--- config.mk ---
export PLATFORM = sky130hd
export DESIGN_NAME = tga_rle_pixel_decoder
export DESIGN_NICKNAME = d
export VERILOG_FILES = /design/src/hw/rtl/trpd_pkg.sv /design/src/hw/rtl/tga_rle_pixel_decoder.sv
export SDC_FILE = /design/constraint.sdc
export NUM_CORES = 1
export LEC_CHECK = 0
export BUFFER_PORTS_ARGS = -buffer_cell sky130_fd_sc_hd__buf_2
export CAP_MARGIN = 10
export CELL_PAD_IN_SITES_DETAIL_PLACEMENT = 1
export CELL_PAD_IN_SITES_GLOBAL_PLACEMENT = 1
export CORE_UTILIZATION = 40
export CTS_CLUSTER_DIAMETER = 120
export DETAILED_ROUTE_END_ITERATION = 7
export HOLD_SLACK_MARGIN = 0.08
export PLACE_DENSITY = 0.76
export SLEW_MARGIN = 20
export SYNTH_ARGS = -nofsm -noshare
export SYNTH_HDL_FRONTEND = slang
export SYNTH_SLANG_ARGS = --single-unit
--- constraint.sdc ---
create_clock -name i_clk -period 7.8 [get_ports i_clk]
set_input_delay 0.78 -clock i_clk [delete_from_list [all_inputs] [get_ports i_clk]]
set_output_delay 0.78 -clock i_clk [all_outputs]
set_load 0.01 [all_outputs]
--- src/hw/rtl/trpd_pkg.sv ---
// Shared types, register indexes and colour conversion for the TGA RLE pixel decoder.
package trpd_pkg;

    localparam int CFG_IDX_W  = 2;
    localparam int CFG_DATA_W = 19;

    localparam logic [CFG_IDX_W-1:0] CFG_BYTES_PER_PIXEL = 2'd0;
    localparam logic [CFG_IDX_W-1:0] CFG_PIXEL_TOTAL     = 2'd1;

    localparam logic [2:0]  BPP_RESET   = 3'd2;
    localparam logic [18:0] TOTAL_RESET = 19'd262144;

    localparam logic [2:0] BPP_INDEX  = 3'd1;
    localparam logic [2:0] BPP_BGR16  = 3'd2;
    localparam logic [2:0] BPP_BGR24  = 3'd3;
    localparam logic [2:0] BPP_BGRA32 = 3'd4;

    localparam logic [15:0] COLOR_OPAQUE = 16'h8000;

    typedef struct packed {
        logic [7:0] data_byte;
        logic       image_start;
    } t_in_item;

    typedef struct packed {
        logic [15:0] color;
        logic [7:0]  run_length;
        logic        image_end;
    } t_out_item;

    // Little-endian pixel bytes to RGB555, bit 15 set; an index byte passes as is.
    function automatic logic [15:0] pixel_color(input logic [2:0] bpp,
                                                input logic [31:0] bytes);
        logic [15:0] c;
        c = COLOR_OPAQUE;
        unique case (bpp)
            BPP_INDEX: c = {8'd0, bytes[7:0]};
            BPP_BGR16: c = {1'b1, bytes[4:0], bytes[9:5], bytes[14:10]};
            BPP_BGR24: c = {1'b1, bytes[7:3], bytes[15:11], bytes[23:19]};
            default: begin
                if (bytes[31:24] == 8'd0) begin
                    c = COLOR_OPAQUE;
                end else begin
                    c = {1'b1, bytes[7:3], bytes[15:11], bytes[23:19]};
                end
            end
        endcase
        return c;
    endfunction

endpackage

--- src/hw/rtl/tga_rle_pixel_decoder.sv ---
// Top level of the TGA RLE pixel decoder: byte stream in, RGB555 runs out.
// Usage
//   Input channel: one request per byte of run-length coded pixel data, with
//   image_start high on the first packet header byte of each image. A request
//   is taken at a rising edge with i_valid high and o_stall low.
//   Output channel: one request per finished pixel, carrying its colour, its
//   run length (repeat count or 1, clipped to the pixels left in the image)
//   and an image_end flag on the run that completes the image. A request is
//   taken at a rising edge with o_valid high and i_stall low.
//   Configuration: write bytes_per_pixel (index 0) and pixel_total (index 1)
//   through i_cfg_we / i_cfg_index / i_cfg_data while no request is in flight.
// Timing
//   One byte per cycle unless a full result register is stalled. The packet
//   state update and the colour conversion sit between the input port and a
//   single result register, so the result of the last byte of a pixel shows
//   in the cycle after that byte. Header and partial-pixel bytes give none.
// Reset and stall
//   Synchronous active-low reset clears the packet state, empties the result
//   register and restores bytes_per_pixel 2 and pixel_total 262144.
//   While the receiver stalls a full result register, o_stall rises and new
//   bytes are held off; an empty result register never stalls the input.
module tga_rle_pixel_decoder #(
    parameter int MAX_PIXELS = 262144
) (
    input  logic                                i_clk,
    input  logic                                i_rst_n,
    input  logic                                i_valid,
    output logic                                o_stall,
    input  trpd_pkg::t_in_item                  i_data,
    output logic                                o_valid,
    input  logic                                i_stall,
    output trpd_pkg::t_out_item                 o_data,
    input  logic                                i_cfg_we,
    input  logic [trpd_pkg::CFG_IDX_W-1:0]      i_cfg_index,
    input  logic [trpd_pkg::CFG_DATA_W-1:0]     i_cfg_data
);
    import trpd_pkg::*;

    // Pixel counter wide enough for the largest image; arithmetic widths
    // cover both the counter and the 19-bit register / 8-bit run.
    localparam int CNT_W = (MAX_PIXELS > 1) ? $clog2(MAX_PIXELS + 1) : 1;
    localparam int TOT_W = (CNT_W > CFG_DATA_W) ? CNT_W : CFG_DATA_W;
    localparam int SUM_W = (CNT_W > 8) ? CNT_W : 8;

    // Configuration registers
    logic [2:0]            r_bpp;
    logic [CFG_DATA_W-1:0] r_pixel_total;

    // Packet state
    logic             r_expect_header, n_expect_header;
    logic             r_repeat,        n_repeat;
    logic [7:0]       r_left,          n_left;
    logic [1:0]       r_bpos,          n_bpos;
    logic [23:0]      r_gather,        n_gather;
    logic [CNT_W-1:0] r_done,          n_done;
    logic             r_finished,      n_finished;

    // Result register
    logic      r_out_valid, n_out_valid;
    t_out_item r_out,       n_out;

    // Start-of-image view of the state
    logic             s_expect_header;
    logic             s_repeat;
    logic [7:0]       s_left;
    logic [1:0]       s_bpos;
    logic [23:0]      s_gather;
    logic [CNT_W-1:0] s_done;
    logic             s_finished;

    logic [2:0]       bpp_eff;
    logic [TOT_W-1:0] total_ext;
    logic [CNT_W-1:0] total_eff;
    logic             in_accept;
    logic             active;
    logic             emit;
    logic [7:0]       byte_in;
    logic [31:0]      pixel_bytes;
    logic [7:0]       run;
    logic [SUM_W-1:0] remaining;
    logic [SUM_W-1:0] run_clip;
    logic             run_end;

    assign o_stall   = r_out_valid && i_stall;
    assign in_accept = i_valid && !o_stall;
    assign o_valid   = r_out_valid;
    assign o_data    = r_out;
    assign byte_in   = i_data.data_byte;

    // Fold out-of-range register values: 0 reads as 1, 5..7 as 4.
    always_comb begin
        priority if (r_bpp == 3'd0) begin
            bpp_eff = BPP_INDEX;
        end else if (r_bpp > BPP_BGRA32) begin
            bpp_eff = BPP_BGRA32;
        end else begin
            bpp_eff = r_bpp;
        end
    end

    // Saturate the pixel total to the largest image.
    always_comb begin
        total_ext = TOT_W'(r_pixel_total);
        if (total_ext > TOT_W'(MAX_PIXELS)) begin
            total_eff = CNT_W'(MAX_PIXELS);
        end else begin
            total_eff = total_ext[CNT_W-1:0];
        end
    end

    // image_start restarts the counters before this byte is used.
    always_comb begin
        if (i_data.image_start) begin
            s_expect_header = 1'b1;
            s_repeat        = 1'b0;
            s_left          = 8'd0;
            s_bpos          = 2'd0;
            s_gather        = 24'd0;
            s_done          = '0;
            s_finished      = 1'b0;
        end else begin
            s_expect_header = r_expect_header;
            s_repeat        = r_repeat;
            s_left          = r_left;
            s_bpos          = r_bpos;
            s_gather        = r_gather;
            s_done          = r_done;
            s_finished      = r_finished;
        end
    end

    assign active = !s_finished && (s_done < total_eff);

    // Packet state update and result formation for one byte.
    always_comb begin
        n_expect_header = r_expect_header;
        n_repeat        = r_repeat;
        n_left          = r_left;
        n_bpos          = r_bpos;
        n_gather        = r_gather;
        n_done          = r_done;
        n_finished      = r_finished;
        emit            = 1'b0;
        pixel_bytes     = {8'd0, s_gather};
        run             = 8'd1;
        remaining       = SUM_W'(total_eff) - SUM_W'(s_done);
        run_clip        = '0;
        run_end         = 1'b0;

        // Assemble the final byte into its slot.
        unique case (bpp_eff)
            BPP_INDEX:  pixel_bytes[7:0]   = pixel_bytes[7:0]   | byte_in;
            BPP_BGR16:  pixel_bytes[15:8]  = pixel_bytes[15:8]  | byte_in;
            BPP_BGR24:  pixel_bytes[23:16] = pixel_bytes[23:16] | byte_in;
            default:    pixel_bytes[31:24] = pixel_bytes[31:24] | byte_in;
        endcase

        if (s_repeat) begin
            run = s_left;
        end
        if (run == 8'd0) begin
            run = 8'd1;
        end
        if (SUM_W'(run) > remaining) begin
            run_clip = remaining;
        end else begin
            run_clip = SUM_W'(run);
        end
        run_end = (run_clip == remaining);

        if (in_accept) begin
            n_expect_header = s_expect_header;
            n_repeat        = s_repeat;
            n_left          = s_left;
            n_bpos          = s_bpos;
            n_gather        = s_gather;
            n_done          = s_done;
            n_finished      = s_finished;
            if (active) begin
                priority if (s_expect_header) begin
                    n_repeat        = byte_in[7];
                    n_left          = {1'b0, byte_in[6:0]} + 8'd1;
                    n_bpos          = 2'd0;
                    n_gather        = 24'd0;
                    n_expect_header = 1'b0;
                end else if (({1'b0, s_bpos} + 3'd1) < bpp_eff) begin
                    unique case (s_bpos)
                        2'd0:    n_gather[7:0]   = s_gather[7:0]   | byte_in;
                        2'd1:    n_gather[15:8]  = s_gather[15:8]  | byte_in;
                        2'd2:    n_gather[23:16] = s_gather[23:16] | byte_in;
                        default: n_gather        = s_gather;
                    endcase
                    n_bpos = s_bpos + 2'd1;
                end else begin
                    emit     = 1'b1;
                    n_bpos   = 2'd0;
                    n_gather = 24'd0;
                    if (s_repeat) begin
                        n_left = 8'd0;
                    end else begin
                        n_left = s_left - 8'd1;
                    end
                    if (n_left == 8'd0) begin
                        n_expect_header = 1'b1;
                    end
                    n_done = s_done + run_clip[CNT_W-1:0];
                    if (run_end) begin
                        n_finished = 1'b1;
                    end
                end
            end
        end
    end

    // Result register: load whenever it is not held by a stalled receiver.
    always_comb begin
        n_out_valid = r_out_valid;
        n_out       = r_out;
        if (!o_stall) begin
            n_out_valid      = emit;
            n_out.color      = pixel_color(bpp_eff, pixel_bytes);
            n_out.run_length = run_clip[7:0];
            n_out.image_end  = run_end;
        end
    end

    always_ff @(posedge i_clk) begin
        if (!i_rst_n) begin
            r_bpp           <= BPP_RESET;
            r_pixel_total   <= TOTAL_RESET;
            r_expect_header <= 1'b1;
            r_repeat        <= 1'b0;
            r_left          <= 8'd0;
            r_bpos          <= 2'd0;
            r_gather        <= 24'd0;
            r_done          <= '0;
            r_finished      <= 1'b0;
            r_out_valid     <= 1'b0;
        end else begin
            r_expect_header <= n_expect_header;
            r_repeat        <= n_repeat;
            r_left          <= n_left;
            r_bpos          <= n_bpos;
            r_gather        <= n_gather;
            r_done          <= n_done;
            r_finished      <= n_finished;
            r_out_valid     <= n_out_valid;
            if (i_cfg_we) begin
                unique case (i_cfg_index)
                    CFG_BYTES_PER_PIXEL: r_bpp         <= i_cfg_data[2:0];
                    CFG_PIXEL_TOTAL:     r_pixel_total <= i_cfg_data;
                    default:             r_bpp         <= r_bpp;
                endcase
            end
        end
    end

    // Payload holds no reset.
    always_ff @(posedge i_clk) begin
        r_out <= n_out;
    end

    // A stall is only raised by a full result register, which then stays full.
    a_stall_keeps_result: assert property (@(posedge i_clk) disable iff (!i_rst_n)
        o_stall |=> o_valid)
        else $error("result register emptied while stalled");

    // The run that closes the image marks it finished.
    a_end_sets_finished: assert property (@(posedge i_clk) disable iff (!i_rst_n)
        (emit && run_end) |=> r_finished)
        else $error("image_end run did not finish the image");

    // Between header and last pixel of a packet there are always pixels left.
    a_left_nonzero: assert property (@(posedge i_clk) disable iff (!i_rst_n)
        (!r_expect_header && !r_finished) |-> (r_left != 8'd0))
        else $error("packet has no pixels left outside header phase");

    // Emitted runs are never empty.
    a_run_nonzero: assert property (@(posedge i_clk) disable iff (!i_rst_n)
        emit |=> (o_data.run_length != 8'd0))
        else $error("empty run emitted");

endmodule
## Word-level counts from Yosys, hierarchy flattened

Cells that the tools add are included.

- Bits in registers: 104
- Input port bits: 35
- Output and inout bits: 27
- Logic and storage cells: 101

- Add/sub/neg operators: 6
- Magnitude comparators: 5
- Equal/unequal tests: 7
- Mux-type cells: 53
- Bitwise gates (word level): 3
- Reductions and logical operators: 14

Operators by type and width:

| operator | count |
|---|---|
| $mux W8 | 18 |
| $mux W19 | 6 |
| $mux W24 | 4 |
| $pmux W16 S3 | 1 |
| $logic_not A8 Y1 | 3 |
| $or A8 B8 Y8 | 3 |
| $add A19 B19 Y19 | 1 |
| $eq A19 B19 Y1 | 1 |
| $gt A19 B19 Y1 const B | 1 |
| $gt A8 B19 Y1 | 1 |
| $lt A19 B19 Y1 | 1 |
| $sub A19 B19 Y19 | 1 |
| $mux W1 | 17 |
| $mux W15 | 1 |
| $add A7 B1 Y8 const B | 1 |
| $mux W2 | 4 |
| $sub A8 B1 Y8 const B | 1 |
| $eq A3 B2 Y1 const B | 2 |
| $mux W3 | 2 |
| $eq A2 B1 Y1 const B | 2 |
| $logic_not A2 Y1 | 2 |
| $reduce_and A2 Y1 | 2 |
| $add A2 B1 Y3 const B | 1 |
| $eq A3 B1 Y1 const B | 1 |
| 8 further kinds | 11 |

## Longest topological paths before layout

Gate-level depths: netlist of run 1.

- Word-level depth: 13
- Mapped depth: 31
- Depth with buffers taken out: 29

## Worst setup path before layout of run 1

No wires, ideal clock.

- Path type: input-to-reg
- Start point: in i_data[0] (netlist name)
- End point: reg r_done[18]
- Setup time: 132 ps
- Data arrival time: 6924 ps
- Data required time: 7668 ps
- Setup slack: 744 ps
- Cell stages on the path: 30
- Cell sequence: clkbuf_1 -> inv_2 -> clkbuf_1 -> buf_1 -> buf_1 -> nand2_1 -> ha_1 -> buf_2 -> a21o_1 -> nand2_1 -> nand3b_1 -> a221oi_1 -> xor2_1 -> ha_1 -> nand2_1 -> o21ai_0 -> o41ai_2 -> nor4_4 -> mux2i_1 -> ha_1 -> fa_1 -> a211oi_1 -> o21a_1 -> o211ai_1 -> a2111oi_0 -> or3_1 -> nor2_1 -> a311oi_1 -> or3_1 -> a21oi_1

- Word-level cells in the longest chain between the ends: 10

Ends and longest elaborated chain:

| what | RTL line | RTL |
|---|---|---|
| start, declared | tga_rle_pixel_decoder.sv:29 | `input trpd_pkg::t_in_item i_data,` |
| parallel branches: the longest is 5 deep, another holds $sub A19 B19 Y19 | - |  |
| $mux W19 * | tga_rle_pixel_decoder.sv:164 | `if (SUM_W'(run) > remaining) begin` |
| named net run_clip[0] | tga_rle_pixel_decoder.sv:81 | `logic [SUM_W-1:0] run_clip;` |
| $add A19 B19 Y19 * | tga_rle_pixel_decoder.sv:206 | `n_done = s_done + run_clip[CNT_W-1:0];` |
| $mux W19 * | tga_rle_pixel_decoder.sv:186 | `end else if (({1'b0, s_bpos} + 3'd1) < bpp_eff) begin` |
| $mux W19 * | tga_rle_pixel_decoder.sv:180 | `priority if (s_expect_header) begin` |
| $mux W19 * | tga_rle_pixel_decoder.sv:179 | `if (active) begin` |
| end signal, assigned | tga_rle_pixel_decoder.sv:245 | `r_done <= n_done;` |
| end, declared | tga_rle_pixel_decoder.sv:55 | `logic [CNT_W-1:0] r_done, n_done;` |

Mark *: on every way through the listed nets, which the timed path passes.
A chain may end at the register's enable or synchronous reset.

## Worst setup path after layout of run 1

- Start point: reg r_pixel_total[17]
- End point: reg r_done[18]

- Word-level cells in the longest chain between the ends: 9

Ends and longest elaborated chain:

| what | RTL line | RTL |
|---|---|---|
| start, declared | tga_rle_pixel_decoder.sv:47 | `logic [CFG_DATA_W-1:0] r_pixel_total;` |
| start signal, assigned | tga_rle_pixel_decoder.sv:251 | `CFG_PIXEL_TOTAL: r_pixel_total <= i_cfg_data;` |
| $gt A19 B19 Y1 | tga_rle_pixel_decoder.sv:104 | `if (total_ext > TOT_W'(MAX_PIXELS)) begin` |
| $mux W19 * | tga_rle_pixel_decoder.sv:104 |  |
| $sub A19 B19 Y19 * | tga_rle_pixel_decoder.sv:146 | `remaining = SUM_W'(total_eff) - SUM_W'(s_done);` |
| $gt A8 B19 Y1 | tga_rle_pixel_decoder.sv:164 |  |
| $mux W19 * | tga_rle_pixel_decoder.sv:164 |  |
| named net run_clip[0] | tga_rle_pixel_decoder.sv:81 |  |
| $add A19 B19 Y19 * | tga_rle_pixel_decoder.sv:206 |  |
| $mux W19 * | tga_rle_pixel_decoder.sv:186 |  |
| $mux W19 * | tga_rle_pixel_decoder.sv:180 |  |
| $mux W19 * | tga_rle_pixel_decoder.sv:179 |  |

Mark *: on every way through the listed nets, which the timed path passes. The rest lies on a longest branch.

==> metrics, run 1 <==
Crit path max-delay family=compound AO/OA/AOI/OAI gates; die height=approximately 140 um; DRC Markers=0; switching share of total power=0.317; most frequent cell after synthesis=nand2_1; CP peak stage delay=0.53 ns; Tcrit/Tclk final=0.901; clock sinks=101; hold_ws=approximately 0.47 ns; Post-CTS Setup Inserts=0; vias in the first global route=6815; Power Total=1.29 mW; first-pass GRT wire length=36400 um; layout net count=1039; Area Growth Syn to Fin=11.3%; Final Cell Area=0.00811 mm2; share of the synthesized area in the top cell type=0.209; Hold Fails Final Rpt=0; diode count=0; die width=137 um; initial DRC count=378; Skew-Pair Late Insertion Delay=~0.36 ns; DRT Pass-1 Iters=5; number of flops mapped to enable cells by yosys=25; Int Power=just under 900 uW; NetSw=411 uW; Yosys reg bits=101; PD cells=160 mW/mm2; Starting Density=0.407; area leader, netlist=dfxtp_1; mapped cell area=0.00729 mm2; Placeable Area=0.0179 mm2; antenna-violating nets left=0; cts repair resizes=0; Final min period=7.03 ns; DP HPWL=17400 um; post-synthesis average cell area=approximately 8.0 um2; fin. max-slew vios=0; sequential power share=0.440; Min-Delay Path Class=register to register; Top cell by count, worst path=a21oi_1; VDD IR max=between 0.1 and 0.15 mV; # port buffers=61; slew at the pin closest to its max-slew limit=around 0.9 ns; Req. time, crit path=8.04 ns; Placed Area=about 0.0078 mm2; vias per cell=5.85; Slowest cell on crit path=or4_1; Post-CTS Hold Buffers=0; synth cell count leaders=119 x nand2_1, 91 x a21oi_1, 76 x dfxtp_1, 59 x nor2_1, 53 x ha_1; Final GP Congestion=0.895; RSZ-0062 raised after global routing=no; Startpoint Class=register; max_cap viols=0; clock network fraction of design power=0.356; outcome=finished, final reports clean; Vias=6926; CP endpoint kind=register; Final setup viols=0; Overflow after GRT=0; CP arrival=7.26 ns; die footprint=0.0188 mm2; kind of critical path=register to register; initial antenna violation count=0; clock skew=~0.012 ns; Gate power share=0.204; P_leak=around 3.5 nW; CTS Root Buffer Type=clkbuf_16; number of buffers and inverters on the critical path=3; total negative setup slack=0 ns; Total Routing Usage GR=0.251; Post-Route WL=between 20000 and 25000 um; clock slew at reported path FFs=0.08 ns; Max-slew headroom=0.398; max frequency=about 140 MHz; register area share after synthesis=0.312; ys flop type=dfxtp_1; H-tree depth=3; Netlist cell types=81; CTS buffer count=9; worst-path maximum fanout=11; FFs w/ async S/R, synth=0; Ys Warns=0; TritonCTS clock tree=yes; share of layout cells above drive strength 1=0.115; Syn Inst Count=~900; Ports=between 60 and 70; WL/cell=19.4 um; Synth area leaders=dfxtp_1 21%, edfxtp_1 10%, ha_1 9.1%; largest net degree at the start of global routing=32; clock buffer depth=2; # rows=49
-- cell usage in the layout, fill, tap and decap left out, types with 4 or more instances in the layout --
cell type  netlist  routed
nor2b_1         20      20
buf_4            0      13
a21oi_1         91      91
edfxtp_1        25      25
nor3_1          19      19
o21a_1          11      11
o22ai_1          8       8
and2_1          15      15
nand4b_1         5       5
nand3_1         35      35
a31oi_1          8       8
nor2_1          59      59
nand2_1        119     119
buf_2            6      61
nand3b_1         5       5
o21ai_0         41      41
xor2_1          16      16
nand4_1          8       8
a2111oi_0        9       9
nor4_1           9       9
inv_1           40      40
conb_1           1      10
a22o_1           7       7
ha_1            53      53
mux2i_1         11      11
a21o_1          15      15
a32o_1          28      28
dfxtp_1         76      76
clkbuf_16        0       9
nand2b_1         7       7
a211oi_1         4       4
or3_1            6       6
o211ai_1         5       5
xnor2_1         19      19
and3_1           5       5
o21ai_1          4       4
a22oi_1          9       9
-- routing by layer --
layer	GRT usage	share of wire	up-vias
met3	0.0393	0.043	16
met4	0.0440	0.0085	0
met5	0	0	-
met1	0.356	0.49	3384
li1	-	-	3386
met2	0.401	0.46	140
-- power by group through the flow --
stage / Combinational, mW / Clock [mW] / Sequential (mW)
6_report: 0.264 / 0.461 / 0.570
5_1_grt: 0.290 / 0.489 / 0.572
3_3_place_gp: 0.255 / 0 / 0.581
3_5_place_dp: 0.259 / 0 / 0.581
4_1_cts: 0.261 / 0.466 / 0.569
2_1_floorplan: 0.188 / 0 / 0.577
-- cell type report --
| type | instances | area [um2] |
|---|---|---|
| clock buffer | 9 | 225 |
| clock inverter | 7 | 76.3 |
| fill | 2221 | 9790 |
| inverter | 43 | 161 |
| multi-input combinational | 720 | 4690 |
| sequential | 101 | 2270 |
| tap | 229 | 287 |
| timing repair buffer | 74 | 403 |
-- through the flow --
step                      worst slack, ns  cells   util
after global routing                0.320   1183  0.453
after detailed placement            0.585   1163  0.435
after floorplan                     0.744    916      -
after CTS                           0.521   1179  0.452
final                               0.774   1183  0.453
after global placement              0.836   1163  0.435
-- kinds of logic (layout without fill, tap and decap cells) --
| logic type | Yosys count | after routing | share of synthesized area |
|---|---|---|---|
| xor+xnor | 35 | 35 | 0.0420 |
| compound gates | 276 | 276 | 0.259 |
| simple gates | 331 | 331 | 0.222 |
| buf+inv | 95 | 133 | 0.0499 |
| other cells | 1 | 10 | 0.000514 |
| fa+ha+maj | 55 | 55 | 0.0964 |
| mux | 13 | 13 | 0.0182 |
| flops | 101 | 101 | 0.312 |
-- worst paths after layout --
| path | from | endpoint | slack, ns | depth (start not counted) |
|---|---|---|---|---|
| min | r_gather[11] | r_gather[11] | 0.47 | 1 |
| max | r_pixel_total[17] | r_done[18] | 0.77 | 27 |
| min reg2reg | r_gather[11] | r_gather[11] | 0.47 | 1 |
| max reg2reg | r_pixel_total[17] | r_done[18] | 0.77 | 27 |
-- flip-flops by register name, indices dropped and copies added, names as in the netlist --
signal,count
r_repeat,1
o_valid,1
r_gather,21
r_done,19
r_pixel_total,19
r_bpos,2
r_bpp,3
r_expect_header,1
r_finished,1
o_data,25
r_left,8
Power figures use the tool's default switching activity.
==> inputs of run 2 (changes only) <==
CORE_MARGIN = 1.5   (was unset)
==> run 2 against run 1 <==
Flip-flop and latch count did not move; count of clock-buffer cells in the layout did not move; combinational power barely moved; core utilization fell by 0.084 points; clock power rose by 3%; via count rose by 1.2%; die area rose by 1.5%; cell area fell by 0.18%.
==> metrics, run 2 (synthesized netlist as in run 1, its figures left out) <==
Min-Delay Path Class=register to register; worst-path maximum fanout=11 (unchanged); Ports=62 (unchanged); Final GP Congestion=0.889 (-0.63%); clock sinks=101 (unchanged); FF/Latch Area=0.00227 mm2 (unchanged); Place WS=0.581 ns (-0.00405 ns); DRC Markers=0 (unchanged); CP endpoint kind=register; vias in the first global route=7029 (+3.1%); Area Growth Syn to Fin=11.1%; kind of critical path=register to register; Req. time, crit path=8.05 ns (about the same); Int Power=884 uW (about the same); total negative setup slack=0 ns (unchanged); # port buffers=61 (unchanged); die height=138 um (+0.73%); RSZ-0062 raised after global routing=no; H-tree depth=3 (unchanged); clock skew=0.0169 ns (+0.00536 ns); switching share of total power=0.324 (+0.00686); Final min period=7.06 ns (+0.0303 ns); fillers=2216 (-0.23%); die width=138 um (+0.73%); TritonCTS clock tree=yes; Gate power share=0.203 (about the same); fin. max-slew vios=0 (unchanged); Max-slew headroom=0.344 (-0.0544); Tcrit/Tclk final=0.905 (+0.00388); first-pass GRT wire length=37500 um (+3.1%); NetSw=424 uW (+3.2%); clock network fraction of design power=0.362 (+0.006); WL/cell=19.8 um (+2.0%); Final Util=0.452 (-0.000839); Overflow after GRT=0 (unchanged); vias per cell=5.94 (+1.4%); Placeable Area=0.0179 mm2 (unchanged); Starting Density=0.407 (unchanged); clock buffer depth=2 (unchanged); # rows=49 (unchanged); highest-count cells in the layout ignoring fill and taps=119 x nand2_1, 91 x a21oi_1, 76 x dfxtp_1, 61 x buf_2, 59 x nor2_1; Total Routing Usage GR=0.243 (-0.00774); layout net count=1036 (-0.29%); slew at the pin closest to its max-slew limit=0.984 ns (+0.104 ns); CP arrival=7.30 ns (+0.04 ns); diode count=0 (unchanged); Hold Fails Final Rpt=0 (unchanged); max_cap viols=0 (unchanged); commonest non-fill, non-tap cell in the layout=nand2_1; final worst-path setup slack=0.744 ns (-0.0303 ns); PD cells=161 mW/mm2 (+1.2%); CTS buffer count=9 (unchanged); initial DRC count=444 (+17%); Post-Route WL=23400 um (+1.7%); DRT Pass-1 Iters=5 (unchanged); share of layout cells above drive strength 1=0.113 (-0.00279); clock slew at reported path FFs=0.09 ns (about the same); Startpoint Class=register; VDD IR max=0.108 mV (-2.2%); DP HPWL=17900 um (+2.6%); CTS Root Buffer Type=clkbuf_16; Vias=7008 (+1.2%); Final setup viols=0 (unchanged); die footprint=0.0190 mm2 (+1.5%); largest net degree at the start of global routing=34 (+6.3%); area of the multi-input gates=0.00469 mm2 (unchanged); initial antenna violation count=0 (unchanged); cts repair resizes=0 (unchanged); P_leak=3.46 nW (-0.41%); max frequency=142 MHz (-0.43%); max reg flops=25 (unchanged); sequential power share=0.435 (-0.005); antenna-violating nets left=0 (unchanged); outcome=finished, final reports clean; Skew-Pair Late Insertion Delay=0.37 ns (about the same)
-- run 2: cell types whose count changed in the layout (fill, tap and decap cells not counted) --
cell      before  now
buf_4         13   10
clkinv_4       2    0
clkinv_8       1    3
inv_6          1    4
inv_8          3    0
-- run 2: per-layer routing --
metal,global-route usage,vias up,wire [um]
li1,-,3398,-
met1,0.330,3413,10900
met2,0.393,168,10800
met3,0.0436,29,1230
met4,0.0737,0,409
met5,0,-,0
-- run 2: worst paths after layout --
path	from	end	slack, ns	cells past startpoint
worst max-delay path	r_pixel_total[17]	r_done[18]	0.74	26
worst min-delay path	r_gather[0]	r_gather[0]	0.46	1
worst max register to register	r_pixel_total[17]	r_done[18]	0.74	26
worst min register to register	r_gather[0]	r_gather[0]	0.46	1
-- run 2: power by group through the flow --
stage                     Sequential, mW  Clock, mW  Combinational (mW)
after floorplan                    0.577          0               0.188
after global placement             0.581          0               0.255
after detailed placement           0.581          0               0.259
after CTS                          0.569      0.482               0.261
after global routing               0.572      0.500               0.291
final                              0.569      0.473               0.265
-- run 2: through the flow --
step | hold WS [ns] | total power [mW] | cells | area (um2)
finish | 0.462 | 1.31 | 1180 | 8100
global route | 0.491 | 1.36 | 1180 | 8100
CTS | 0.468 | 1.31 | 1178 | 8080
detailed placement | 0.449 | 0.840 | 1162 | 7770
global placement | 0.439 | 0.836 | 1162 | 7770
floorplan | 0.434 | 0.765 | 916 | 7330
-- run 2: cell type report --
class                      instances  area share
clock buffer                       9      0.0278
clock inverter                     7      0.0104
inverter                          43      0.0199
multi-input combinational        720       0.579
sequential                       101       0.281
tap                              229      0.0354
timing repair buffer              71      0.0470
-- run 2: timing repair --
action / 4_1_cts / 5_1_grt
endpoints found under the hold margin: 0 / 0
setup buffers: 0 / 2
hold buffers: 0 / 0
setup endpoints to repair: 0 / 1
-- run 2: worst max-delay path, stage by stage (launching register included) --
cell and delay (ns):
dfxtp_1 0.33, or4_1 0.53, o41ai_1 0.32, buf_4 0.20, nand2_1 0.10, ha_1 0.24
fa_1 0.41, nand2b_1 0.21, a21o_1 0.22, a21oi_1 0.34, o21bai_1 0.14, mux2_2 0.29
a21oi_1 0.18, nand4_2 0.20, nor4_4 0.44, mux2i_1 0.18, ha_1 0.28, fa_1 0.42
a211oi_1 0.36, o21a_1 0.22, o211ai_1 0.12, a2111oi_0 0.36, or3_1 0.23, nor2_1 0.06
a311oi_1 0.31, or3_1 0.16, a21oi_1 0.06
